==> src/hdl/tkcs_pkg.sv <==
// Shared constants, item types and command codes of the search unit.
// No dependencies.
`timescale 1ns / 1ps
package tkcs_pkg;
  localparam int DIM_MAX = 512;
  localparam int K_MAX = 16;
  localparam int ELEM_W = 16;
  localparam int ID_W = 16;
  localparam int SIM_W = 16;
  localparam int IDX_W = $clog2(DIM_MAX + 1);
  localparam int ADDR_W = $clog2(DIM_MAX);
  localparam int K_W = $clog2(K_MAX + 1);
  localparam int RANK_W = (K_MAX > 1) ? $clog2(K_MAX) : 1;
  localparam int SQ_W = 41;
  localparam int DOT_W = 42;
  localparam int ROOT_W = 24;
  localparam int RAD_W = 2 * ROOT_W;
  localparam int REM_W = ROOT_W + 2;
  localparam int DEN_W = 2 * ROOT_W;
  localparam int NUM_W = DOT_W + 21;
  localparam int RC_W = 5;
  localparam int VS_W = 17;
  localparam int CFG_W = 17;
  localparam int CFG_IDX_W = 1;
  localparam int QUEUE_DEPTH = 4;

  localparam logic [CFG_IDX_W-1:0] CFG_RESULT_COUNT = 1'd0;
  localparam logic [CFG_IDX_W-1:0] CFG_VOCAB_SIZE = 1'd1;

  localparam logic CMD_QUERY = 1'b0;
  localparam logic CMD_CAND = 1'b1;

  localparam logic signed [SIM_W-1:0] SIM_UNFILLED = 16'sh8000;
  localparam logic signed [SIM_W-1:0] SIM_TOP = 16'sh7FFF;

  typedef struct packed {
    logic command;
    logic signed [ELEM_W-1:0] element_value;
    logic [ID_W-1:0] word_id;
    logic last_element;
    logic last_candidate;
  } in_item_t;

  typedef struct packed {
    logic [ID_W-1:0] match_id;
    logic signed [SIM_W-1:0] similarity;
    logic filled;
    logic last_result;
  } out_item_t;

  typedef struct packed {
    logic is_cand;
    logic new_query;
    logic close_query;
    logic last_el;
    logic last_cand;
    logic signed [ELEM_W-1:0] value;
    logic [ID_W-1:0] id;
  } op_t;
endpackage

==> src/hdl/tkcs_queue.sv <==
// Short operation queue between the front end and the engine.
// Depends on tkcs_pkg.
`timescale 1ns / 1ps
module tkcs_queue (
  input  logic          clk,
  input  logic          rst_n,
  input  logic          push,
  input  tkcs_pkg::op_t push_op,
  output logic          ready,
  input  logic          pop,
  output logic          valid,
  output tkcs_pkg::op_t head_op
);
  import tkcs_pkg::*;

  localparam int PTR_W = $clog2(QUEUE_DEPTH);
  localparam int CNT_W = $clog2(QUEUE_DEPTH + 1);

  op_t mem_r [QUEUE_DEPTH];
  logic [PTR_W-1:0] head_r, tail_r;
  logic [CNT_W-1:0] count_r;

  assign ready = (count_r != CNT_W'(QUEUE_DEPTH));
  assign valid = (count_r != '0);
  assign head_op = mem_r[head_r];

  always_ff @(posedge clk) begin
    if (push) begin
      mem_r[tail_r] <= push_op;
    end
    if (!rst_n) begin
      head_r <= '0;
      tail_r <= '0;
      count_r <= '0;
    end else begin
      if (push) begin
        tail_r <= tail_r + PTR_W'(1);
      end
      if (pop) begin
        head_r <= head_r + PTR_W'(1);
      end
      count_r <= count_r + CNT_W'(push) - CNT_W'(pop);
    end
  end
endmodule

==> config.mk <==
export PLATFORM = sky130hd
export DESIGN_NAME = tkcs_queue
export DESIGN_NICKNAME = d
export VERILOG_FILES = /design/src/hdl/tkcs_pkg.sv /design/src/hdl/tkcs_queue.sv
export SDC_FILE = /design/constraint.sdc
export NUM_CORES = 1
export LEC_CHECK = 0
export BUFFER_PORTS_ARGS = -buffer_cell sky130_fd_sc_hd__buf_4
export CAP_MARGIN = 0
export CORE_MARGIN = 2
export CORE_UTILIZATION = 40
export CTS_CLUSTER_SIZE = 8
export DETAILED_ROUTE_END_ITERATION = 6
export PLACE_DENSITY = 0.64
export SLEW_MARGIN = 15
export SYNTH_ARGS = -nofsm -noshare
export SYNTH_HDL_FRONTEND = slang
export SYNTH_SLANG_ARGS = --single-unit
==> constraint.sdc <==
create_clock -name clk -period 3.6 [get_ports clk]
set_input_delay 0.72 -clock clk [delete_from_list [all_inputs] [get_ports clk]]
set_output_delay 0.72 -clock clk [all_outputs]
set_load 0.01 [all_outputs]
* After elaboration in Yosys (flattened, before gate mapping)
Memories as Yosys holds them, arrays and structs flattened. A register that Yosys moved wholly into a read port is not among the register bits. Index checks and enable logic that the tools add are counted.
Word-level totals: RAM bits 148, input bits 41, logic and storage cells 14, flip-flop bits (word level) 7, memories 1
Memory list:
- mem_r | words 4, bits a word 37, read ports 1, clocked after memory_dff 1, wr ports 1, line tkcs_queue.sv:19 | op_t mem_r [QUEUE_DEPTH];
Cells by class: add/subtract/negate cells 4, reductions and logical operators 1, equality and inequality tests 1, mux-type cells 4
Operators with widths (count):
- 2-bit by 1-bit adder with 2-bit output (second input constant) | 2
- 2-bit two-way mux | 2
- 3-bit by 1-bit adder with 3-bit output | 1
- 3-bit != test (second input constant) | 1
- 3-bit nonzero test | 1
- 3-bit by 1-bit subtractor with 3-bit output | 1
- 1-bit two-way mux | 2

* Depth between registers and ports, before layout
Gate-level depths: netlist of the first run.
word-level depth 3, gate-level depth with buffers 8, gate-level depth less buffers 8

* Worst setup path before layout of the first run
Ideal clock, no wire load.
path kind input port to flip-flop, from in push, to mem mem_r[0][0] in the netlist's numbering (enable), cell stages on the path 1, arrival time 1625 ps, setup time 398 ps, slack 1578 ps, path through and2_1
On the way: word-level cells in the longest chain between the ends 2
RTL lines:
- from (decl) | line tkcs_queue.sv:7 | input logic push,
- 1-bit two-way mux | line tkcs_queue.sv:28 | if (push) begin
- 1-bit two-way mux (not written as such) | line tkcs_queue.sv:29 | mem_r[tail_r] <= push_op;
- to (decl) | line tkcs_queue.sv:19
Every way passes these cells.

==> impl_results.md, run 1 <==
- Gate count after technology mapping: 236
- First DRT Iteration DRCs: 142
- Final hold viol count: 0
- Hold Buf Count CTS: 0
- Critical Path Sink: head_op[35]
- Library cell occupying the most area in the post-synthesis netlist: sky130_fd_sc_hd__edfxtp_1
- Number of global-route vias before repair: 2861
- Number of resized instances in the post-cts repair step: 0
- Area growth, synth to finish: 23.2%
- Clock network latency to the later pin of the worst-skew pair: 0.42 ns
- Sequential area share after synthesis: 79.3%
- Total number of placement rows: 44
- Horizontal die dimension: 125 um
- Dominant cells by area after synthesis: sky130_fd_sc_hd__edfxtp_1 (76%), sky130_fd_sc_hd__mux4_2 (12%), sky130_fd_sc_hd__mux4_1 (3.2%), sky130_fd_sc_hd__dfxtp_1 (3.1%), sky130_fd_sc_hd__ha_1 (1.3%)
- Largest incremental delay on the critical path: 0.61 ns
- Height of the die: 125 um
- Nets@finish: 376
- Worst slew margin relative to its limit: 29.5%
- Startpoint of the lowest-slack register-to-register path: tail_r[0]$_SDFFE_PN0P_
- Clk root buf: sky130_fd_sc_hd__clkbuf_16
- Clk slew on worst S/H paths: 0.06 ns
- DIE AREA: 15600 um2
- Fraction of layout cells with a size suffix above 1: 43.1%
- Number of CTS-inserted buffers: 17
- Antenna Cells: 0
- Max Fanout on Critical Path: 27
- Worst IR drop on VDD: 0.000313 V
- EDFF count, synth: 148
- Category of the critical setup timing path: reg2out
- Reg2Reg Capture Point: mem_r[1][15]$_DFFE_PP_
- Maximum Capacitance Violations: 0
- Crit path max-delay family: multiplexers
- Period Utilization, post-route: 78.4%
- Buf+Inv Stages, Crit Path: 2
- Antenna-violating nets left: 0
- Reg-to-reg slack, setup: 1.77 ns
- Kind of end point of the critical path: output pin
- Post-synth top cells: sky130_fd_sc_hd__edfxtp_1 (148), sky130_fd_sc_hd__mux4_2 (30), sky130_fd_sc_hd__dfxtp_1 (9)
- Setup bufs post-CTS: 0
- Arrival time at the worst endpoint: 2.10 ns
- Pwr per Cell Area: 602 nW/um2
- Worst path cell trace: buf_12 -> mux4_1 -> buf_4
- Most frequent cell after synthesis: sky130_fd_sc_hd__edfxtp_1
- Fmax: 0.354 GHz
- Largest net degree at the start of global routing: 38
- Top FF cell, synth: sky130_fd_sc_hd__edfxtp_1
- Total gr overflow: 0
- Detailed-route DRC error count: 0
- Initial Util: 40.6%
- Pleak: 2.47 nW
- Min-delay worst type: in2reg
- IO Pins: 80
- Total routed wirelength: 9850 um
- Min setup slack post-route: 0.777 ns
- Antenna violations before repair: 0
- Register-to-Register Path Depth: 2
- Global placer's final weighted congestion: 0.651
- Port Buffer Count: 79
- Distinct cell type count after synthesis: 21
- Library cell contributing the largest single delay on the critical path: sky130_fd_sc_hd__mux4_1
- Skew final: 0.00827 ns
- Required @ worst endpoint: 2.88 ns
- CTS HTree Levels: 4
- Clock sink count: 157
- Proportion of register bits with asynchronous set or reset after synthesis: 0%
- Clock tree from TritonCTS: done
- Post-synthesis area per instance: 24.7 um2
- Post-synth top area share: 76.2%
- Result of the run: completed
- Post-DP HPWL: 5680 um
- First-pass GRT wire length: 15700 um
- Final count of negative-setup-slack endpoints: 0
- Critical path launch point type: register
- Worst-case clock buffer depth: 2
- Synthesized flop and latch total: 157
- Area of the core region: 14400 um2
- Average wire per standard cell: 18.8 um
- Combined global-route utilization of all metal layers: 13.7%
- Number of vias per cell after detailed routing: 4.97
- Via count of the routed design: 2608
- Max Transition Viols Final: 0
- Worst slew pin tran: 1.06 ns
- Combined area of all synthesized cells: 5830 um2
- Final worst path period need: 2.82 ns
- Number of warnings reported in the yosys synthesis log: 0
- Post-Syn Nets: 284
- Total negative setup slack: 0 ns
- Cell depth of the worst setup path: 3
- Setup repair after global routing missed its margin: no
- Detailed-routing iteration count for the pre-antenna-repair pass: 4
- Post-place setup slack: 1.18 ns
-- report_power, final --
part / internal (mW) / total (mW) / switching, mW
Clock: 1.07 / 1.74 / 0.667
Combinational: 0.244 / 0.442 / 0.198
Sequential: 2.10 / 2.15 / 0.0438
Total: 3.42 / 4.33 / 0.908
-- per-layer routing --
metal | vias up | part of all wire, % | GRT usage [%]
met5 | - | 0 | 0
met4 | 0 | 1.6 | 6.94
met3 | 17 | 5.0 | 4.17
met2 | 66 | 52 | 23.0
met1 | 1352 | 41 | 16.1
li1 | 1173 | - | -
-- cell families (layout without fill, tap and decap cells) --
logic type               after synthesis  after routing  synth area share [%]
multiplexers                          38             38                  14.9
buffers and inverters                 14            119                  1.95
adder cells (fa/ha/maj)                7              7                  1.63
flip-flops                           157            157                  79.3
AND/OR/NAND/NOR                       15             15                  1.29
XOR/XNOR                               3              3                 0.686
AO/OA/AOI/OAI                          2              2                 0.257
-- stage by stage --
stage | power [mW] | std cells | utilization (%) | hold slack [ns] | cell area, um2
global route | 4.49 | 525 | 50.0 | 0.488 | 7190
finish | 4.33 | 525 | 50.0 | 0.498 | 7190
global placement | 2.63 | 493 | 45.9 | 0.507 | 6600
detailed placement | 2.64 | 493 | 45.9 | 0.531 | 6600
floorplan | 2.43 | 236 | - | 0.499 | 5830
CTS | 4.37 | 525 | 50.0 | 0.480 | 7190
-- area by class of cell --
class | instances | area (um2)
clock buffers | 22 | 474
clock inverters | 10 | 114
fillers | 1143 | 7180
inverters | 6 | 22.5
multi-input cells | 65 | 1100
flip-flops and latches | 157 | 4630
well taps | 184 | 230
repair buffers | 81 | 621
-- placed cells by master (no fill, tap or decap), drive strengths merged --
cell type | synthesis | layout
clkbuf | 1 | 22
ha | 6 | 6
clkinvlp | 0 | 3
xnor2 | 2 | 2
edfxtp | 148 | 148
nand3b | 1 | 1
nand2 | 1 | 1
or3 | 1 | 1
dfxtp | 9 | 9
a21bo | 1 | 1
and2 | 5 | 5
a21oi | 1 | 1
mux4 | 37 | 37
nor2 | 7 | 7
mux2i | 1 | 1
inv | 6 | 6
clkinv | 0 | 5
fa | 1 | 1
bufinv | 0 | 2
buf | 7 | 81
xnor3 | 1 | 1
-- state kept, by name, indices dropped and copies added (netlist names), named ones only --
register,cells
count_r,3
head_r,2
mem_r,148
tail_r,2
-- worst min path at each step --
stage / startpoint / to / slack, ns / depth (start not counted)
2_1_floorplan: head_r[1]$_SDFFE_PN0P_ / register / 0.50 / 2
3_3_place_gp: head_r[1]$_SDFFE_PN0P_ / register / 0.51 / 2
3_5_place_dp: head_r[0]$_SDFFE_PN0P_ / register / 0.53 / 2
4_1_cts: push_op[32] / mem_r[3][32]$_DFFE_PP_ / 0.48 / 1
5_1_grt: push_op[5] / mem_r[3][5]$_DFFE_PP_ / 0.49 / 1
6_report: push_op[32] / mem_r[3][32]$_DFFE_PP_ / 0.50 / 1
Power figures use the tool's default switching activity.
==> inputs of run 2 (changes only) <==
Settings changed: ABC_AREA from default to 1.
Clock period 3.6 ns to 2.7 ns, I/O delays scaled along.
==> run 2 against run 1 <==
Sequential share of layout area shrank 3.6 points. Global-route usage grew 0.96 points. Area after synthesis grew 6.5%. Utilization grew 0.12 points. Via count grew 42%. Count of clock-buffer cells in the layout shrank 4. Largest power group unchanged. Wire length grew 16%. Sequential power grew 31%. Critical path type unchanged.
==> impl_results.md, run 2 <==
- Result of the run: completed
- Min-delay worst type: in2reg
- Top register by number of flip-flops: mem_r
- Global placer's final weighted congestion: 0.689 (+5.8%)
- Skew final: 0.00711 ns (-0.00117 ns)
- Post-synth top cells: sky130_fd_sc_hd__edfxtp_1 (148), sky130_fd_sc_hd__inv_1 (89), sky130_fd_sc_hd__nand2_1 (83)
- Via count of the routed design: 3706 (+42%)
- Port Buffer Count: 79 (unchanged)
- Proportion of register bits with asynchronous set or reset after synthesis: 0% (unchanged)
- DIE AREA: 16500 um2 (+6.3%)
- Average wire per standard cell: 14.7 um (-22%)
- Area of the core region: 15200 um2 (+5.8%)
- Required @ worst endpoint: 2.16 ns (-0.72 ns)
- Most frequent cell after synthesis: sky130_fd_sc_hd__edfxtp_1
- Worst slew margin relative to its limit: 56.5% (+27 points)
- Worst path cell trace: buf_4 -> a21oi_1 -> o21ai_0 -> nand2_1 -> buf_4
- Library cell contributing the largest single delay on the critical path: sky130_fd_sc_hd__dfxtp_4
- Fmax: 0.441 GHz
- Setup bufs post-CTS: 0 (unchanged)
- Detailed-route DRC error count: 0 (unchanged)
- Period Utilization, post-route: 84.0%
- Number of CTS-inserted buffers: 17 (unchanged)
- Arrival time at the worst endpoint: 1.73 ns (-0.37 ns)
- Post-Syn Nets: 534 (+88%)
- Worst slew pin tran: 0.652 ns (-0.405 ns)
- Max Transition Viols Final: 0 (unchanged)
- Kind of end point of the critical path: output pin
- Number of warnings reported in the yosys synthesis log: 0 (unchanged)
- Number of global-route vias before repair: 3550 (+24%)
- Total number of placement rows: 45 (+2.3%)
- Antenna violations before repair: 0 (unchanged)
- Clk root buf: sky130_fd_sc_hd__clkbuf_16
- Pwr per Cell Area: 748 nW/um2 (+24%)
- Category of the critical setup timing path: reg2out
- Combined global-route utilization of all metal layers: 14.7% (+0.96 points)
- Initial Util: 40.9% (+0.29 points)
- Detailed-routing iteration count for the pre-antenna-repair pass: 4 (unchanged)
- Height of the die: 129 um (+3.1%)
- Post-synth top area share: 71.5% (-4.7 points)
- Area growth, synth to finish: 22.7%
- Post-DP HPWL: 7060 um (+24%)
- Largest incremental delay on the critical path: 0.54 ns (-0.07 ns)
- Most common cell after layout, fill and taps aside: sky130_fd_sc_hd__edfxtp_1
- Final hold viol count: 0 (unchanged)
- Synthesized flop and latch total: 157 (unchanged)
- Largest net degree at the start of global routing: 45 (+18%)
- Final count of negative-setup-slack endpoints: 0 (unchanged)
- Antenna-violating nets left: 0 (unchanged)
- Setup repair after global routing missed its margin: no
- Sequential area share after synthesis: 74.4% (-4.9 points)
- Distinct cell type count after synthesis: 15 (-29%)
- Worst IR drop on VDD: 0.000400 V (+28%)
- Top FF cell, synth: sky130_fd_sc_hd__edfxtp_1
- Post-place setup slack: 0.796 ns (-0.382 ns)
- Total gr overflow: 0 (unchanged)
- Combined area of all synthesized cells: 6210 um2 (+6.5%)
- Dominant cells by area after synthesis: sky130_fd_sc_hd__edfxtp_1 (72%), sky130_fd_sc_hd__inv_1 (5.4%), sky130_fd_sc_hd__nand2_1 (5.0%), sky130_fd_sc_hd__o211ai_1 (4.5%), sky130_fd_sc_hd__a21oi_1 (3.5%)
- Clk slew on worst S/H paths: 0.06 ns (about the same)
- Flip-flop count of the largest register after layout: 148 (unchanged)
- First-pass GRT wire length: 18000 um (+15%)
- Number of vias per cell after detailed routing: 4.78 (-3.7%)
- Post-synthesis area per instance: 12.8 um2 (-48%)
- Total routed wirelength: 11400 um (+16%)
- Max Fanout on Critical Path: 28 (+3.7%)
- Pleak: 3.02 nW (+22%)
- Most frequent cells in the layout: sky130_fd_sc_hd__edfxtp_1 (148), sky130_fd_sc_hd__buf_4 (91), sky130_fd_sc_hd__inv_1 (85)
- EDFF count, synth: 148 (unchanged)
- Maximum Capacitance Violations: 0 (unchanged)
- Largest registers: mem_r x148, count_r x3
- Final worst path period need: 2.27 ns
- Min setup slack post-route: 0.432 ns (-0.345 ns)
- Clock sink count: 157 (unchanged)
- IO Pins: 80 (unchanged)
- Worst hold slack after final layout: 0.317 ns (-0.181 ns)
- First DRT Iteration DRCs: 217 (+53%)
- CTS HTree Levels: 4 (unchanged)
- Fillers: 1306 (+14%)
- Clock network latency to the later pin of the worst-skew pair: 0.42 ns (about the same)
- Hold Buf Count CTS: 0 (unchanged)
- Nets@finish: 622 (+65%)
- Final core utilization: 50.1% (+0.12 points)
- Fraction of layout cells with a size suffix above 1: 21.6% (-21 points)
- Horizontal die dimension: 129 um (+3.1%)
- Worst path most repeated cell: sky130_fd_sc_hd__buf_4
- Number of resized instances in the post-cts repair step: 0 (unchanged)
- Library cell occupying the most area in the post-synthesis netlist: sky130_fd_sc_hd__edfxtp_1
- Gate count after technology mapping: 486 (+110%)
- Worst-case clock buffer depth: 2 (unchanged)
- Antenna Cells: 0 (unchanged)
- Total negative setup slack: 0 ns (unchanged)
- Clock tree from TritonCTS: done
- Critical path launch point type: register
## run 2: cell types whose count changed after synthesis, sizes merged, moves of 2 or more
cell,before,now
nand2,1,83
inv,6,89
nand3,0,3
a21oi,1,43
and2,5,0
buf,7,22
o21ai,0,41
nor2,7,2
mux4,37,0
xnor2,2,0
o211ai,0,37
## run 2: stage by stage
step | total power [mW] | instances | instance area (um2)
floorplan | 3.17 | 486 | 6210
global placement | 3.45 | 743 | 7050
detailed placement | 3.47 | 743 | 7050
CTS | 5.77 | 775 | 7620
global route | 5.94 | 775 | 7620
finish | 5.70 | 775 | 7620
## run 2: where the power goes
group	leakage [nW]	total, mW	internal, mW	switching, mW
Combinational	1.31	0.586	0.250	0.336
Sequential	1.44	2.82	2.78	0.0406
Clock	0.277	2.29	1.36	0.933
## run 2: final cells by class
| cell class | count | area [um2] | area share, % |
|---|---|---|---|
| Sequential cell | 157 | 4630 | 60.7 |
| Multi-Input combinational cell | 216 | 1130 | 14.8 |
| Timing Repair Buffer | 93 | 723 | 9.49 |
| Clock buffer | 18 | 429 | 5.63 |
| Inverter | 89 | 334 | 4.38 |
| Tap cell | 188 | 235 | 3.09 |
| Clock inverter | 14 | 145 | 1.90 |
## run 2: cell families (layout without fill, tap and decap cells)
family                     Yosys count  count (layout)  share of synthesized area, %
buffers and inverters              113             214                          7.45
adders and majority gates            7               7                          1.53
DFF                                157             157                          74.4
and+or+nand+nor                     88              88                          5.38
AOI/OAI and AO/OA                  121             121                          11.2
## run 2: worst paths after layout
path / depth (start not counted) / endpoint / slack (ns) / start
max: 5 / head_op[11] / 0.43 / register
min: 1 / mem_r[0][8]$_DFFE_PP_ / 0.32 / push_op[8]
max reg2reg: 5 / mem_r[0][11]$_DFFE_PP_ / 0.96 / tail_r[0]$_SDFFE_PN0P_
min reg2reg: 2 / register / 0.47 / head_r[1]$_SDFFE_PN0P_
## run 2: critical path: cells and delay by family, from the launching register on
kind	cells	cell delay, ns
DFF	1	0.54
and+or+nand+nor	1	0.09
AOI/OAI and AO/OA	2	0.20
buffers and inverters	2	0.46
## run 2: per-layer routing
layer | up-vias | track usage, % | routed length [um]
met5 | - | 0 | 0
met3 | 13 | 6.03 | 710
met1 | 1754 | 18.8 | 5180
met2 | 87 | 22.9 | 5370
li1 | 1852 | - | -
met4 | 0 | 4.99 | 127
==> inputs of run 3 (changes only) <==
Clock period 2.7 ns to 2.4 ns, I/O delays scaled along.
==> run 3 against run 2 <==
Flip-flop and latch count did not move. Global-route usage fell by 0.50 points. Setup slack got worse by 0.24 ns. Wire length fell by 2.3%. Largest cell class unchanged. Largest power group unchanged. Highest routed layer unchanged.
==> impl_results.md, run 3 (synthesis results as in run 2) <==
- Period Utilization, post-route: 91.8%
- Pwr per Cell Area: 831 nW/um2 (+11%)
- Final hold viol count: 0 (unchanged)
- First DRT Iteration DRCs: 265 (+22%)
- Horizontal die dimension: 129 um (unchanged)
- Height of the die: 129 um (unchanged)
- DIE AREA: 16500 um2 (unchanged)
- Fmax: 0.454 GHz
- Worst slew pin tran: 0.508 ns (-0.144 ns)
- Antenna Cells: 0 (unchanged)
- Number of global-route vias before repair: 3465 (-2.4%)
- Detailed-routing iteration count for the pre-antenna-repair pass: 7 (+3)
- Worst slew margin relative to its limit: 66.1% (+9.6 points)
- Total gr overflow: 0 (unchanged)
- Antenna violations before repair: 0 (unchanged)
- Worst path cell trace: buf_16 -> a21oi_1 -> o21ai_0 -> nand2_1 -> buf_4
- Library cell contributing the largest single delay on the critical path: sky130_fd_sc_hd__buf_16
- Total number of placement rows: 45 (unchanged)
- Arrival time at the worst endpoint: 1.72 ns (about the same)
- Pleak: 2.98 nW (-1.6%)
- Placed Instance Area: 7030 um2 (-0.28%)
- Max Transition Viols Final: 0 (unchanged)
- Average wire per standard cell: 14.5 um (-1.6%)
- Critical path launch point type: register
- Flip-flop count of the largest register after layout: 148 (unchanged)
- Result of the run: completed
- Final count of negative-setup-slack endpoints: 0 (unchanged)
- Clock network latency to the later pin of the worst-skew pair: 0.42 ns (about the same)
- Post-DP HPWL: 6450 um (-8.6%)
- Via count of the routed design: 3665 (-1.1%)
- Clk root buf: sky130_fd_sc_hd__clkbuf_16
- Min-delay worst type: in2reg
- Global routing usage on met2: 23.7% (+0.72 points)
- CTS HTree Levels: 4 (unchanged)
- Category of the critical setup timing path: reg2out
- Nets@finish: 616 (-0.96%)
- Skew final: 0.00718 ns (+0.0000709 ns)
- Maximum Capacitance Violations: 0 (unchanged)
- Detailed-route DRC error count: 0 (unchanged)
- Initial Util: 40.9% (unchanged)
- GR Layer Usage met1: 16.3% (-2.5 points)
- IO Pins: 80 (unchanged)
- Clock sink count: 157 (unchanged)
- Worst-case clock buffer depth: 2 (unchanged)
- Max Fanout on Critical Path: 148 (+430%)
- Worst hold slack after final layout: 0.251 ns (-0.0662 ns)
- Number of CTS-inserted buffers: 17 (unchanged)
- Most frequent cells in the layout: sky130_fd_sc_hd__edfxtp_1 (148), sky130_fd_sc_hd__inv_1 (85), sky130_fd_sc_hd__nand2_1 (83), sky130_fd_sc_hd__buf_4 (83), sky130_fd_sc_hd__a21oi_1 (43)
- Antenna-violating nets left: 0 (unchanged)
- First-pass GRT wire length: 17300 um (-3.9%)
- Number of vias per cell after detailed routing: 4.77 (-0.33%)
- Clock tree from TritonCTS: done
- Fin area: 7590 um2 (-0.44%)
- Total negative setup slack: 0 ns (unchanged)
- Area of the core region: 15200 um2 (unchanged)
- Largest registers: mem_r x148, count_r x3
- Worst IR drop on VDD: 0.000610 V (+52%)
- Clk slew on worst S/H paths: 0.06 ns (about the same)
- Fraction of layout cells with a size suffix above 1: 21.2% (-0.47 points)
- Final worst path period need: 2.20 ns
- M3 GR Usage: 5.07% (-0.96 points)
- Top register by number of flip-flops: mem_r
- Most common cell after layout, fill and taps aside: sky130_fd_sc_hd__edfxtp_1
- Setup repair after global routing missed its margin: no
- Total routed wirelength: 11100 um (-2.3%)
- Largest incremental delay on the critical path: 0.40 ns (-0.14 ns)
- Port Buffer Count: 79 (unchanged)
- Area growth, synth to finish: 22.1%
- Largest net degree at the start of global routing: 149 (+230%)
- Hold Buf Count CTS: 0 (unchanged)
- Kind of end point of the critical path: output pin
- Combined global-route utilization of all metal layers: 14.2% (-0.50 points)
- Global placer's final weighted congestion: 0.731 (+6.1%)
- Global routing's busiest layer: met2
- Required @ worst endpoint: 1.92 ns (-0.24 ns)
## run 3: layout make-up
| class | instances | area [um2] |
|---|---|---|
| clock inverter | 13 | 120 |
| sequential | 157 | 4630 |
| inverter | 89 | 334 |
| multi-input combinational | 216 | 1130 |
| fill | 1321 | 7610 |
| tap | 188 | 235 |
| clock buffer | 19 | 433 |
| timing repair buffer | 87 | 711 |
## run 3: critical path, delay by kind of cell, from the launching register on
kind,cells,cell delay (ns)
AOI/OAI and AO/OA,2,0.23
and+or+nand+nor,1,0.11
DFF,1,0.36
buffers and inverters,2,0.56
## run 3: path summary, 6_finish.rpt
path	startpoint	end	slack [ns]	depth (start not counted)
worst min register to register	head_r[1]$_SDFFE_PN0P_	register	0.46	2
worst max-delay path	register	head_op[13]	0.20	5
worst max register to register	count_r[0]$_SDFF_PN0_	count_r[2]$_SDFF_PN0_	0.80	8
worst min-delay path	push_op[6]	mem_r[0][6]$_DFFE_PP_	0.25	1
## run 3: report_power, final
group,internal [mW],switching [mW]
registers,3.13,0.0355
clock network,1.43,1.05
logic,0.280,0.390
total,4.84,1.47
## run 3: layer usage
layer  share of wire [%]  vias up
li1                    -     1844
met1                  44     1737
met2                  49       71
met3                 5.6       13
met4                 1.5        0
met5                   0        -
## run 3: per-stage QoR
| stage | setup WS (ns) | util, % | total power [mW] | cells |
|---|---|---|---|---|
| floorplan | 0.691 | - | 3.57 | 486 |
| global placement | 0.610 | 46.2 | 3.87 | 737 |
| detailed placement | 0.537 | 46.2 | 3.90 | 737 |
| CTS | 0.137 | 49.9 | 6.38 | 769 |
| global route | 0.0195 | 49.9 | 6.56 | 769 |
| finish | 0.197 | 49.9 | 6.31 | 769 |
## run 3: what timing repair did
action                                  4_1_cts  5_1_grt
buffers inserted                              0        0
endpoints found under the setup margin        0        5
gates resized for setup                       0        1
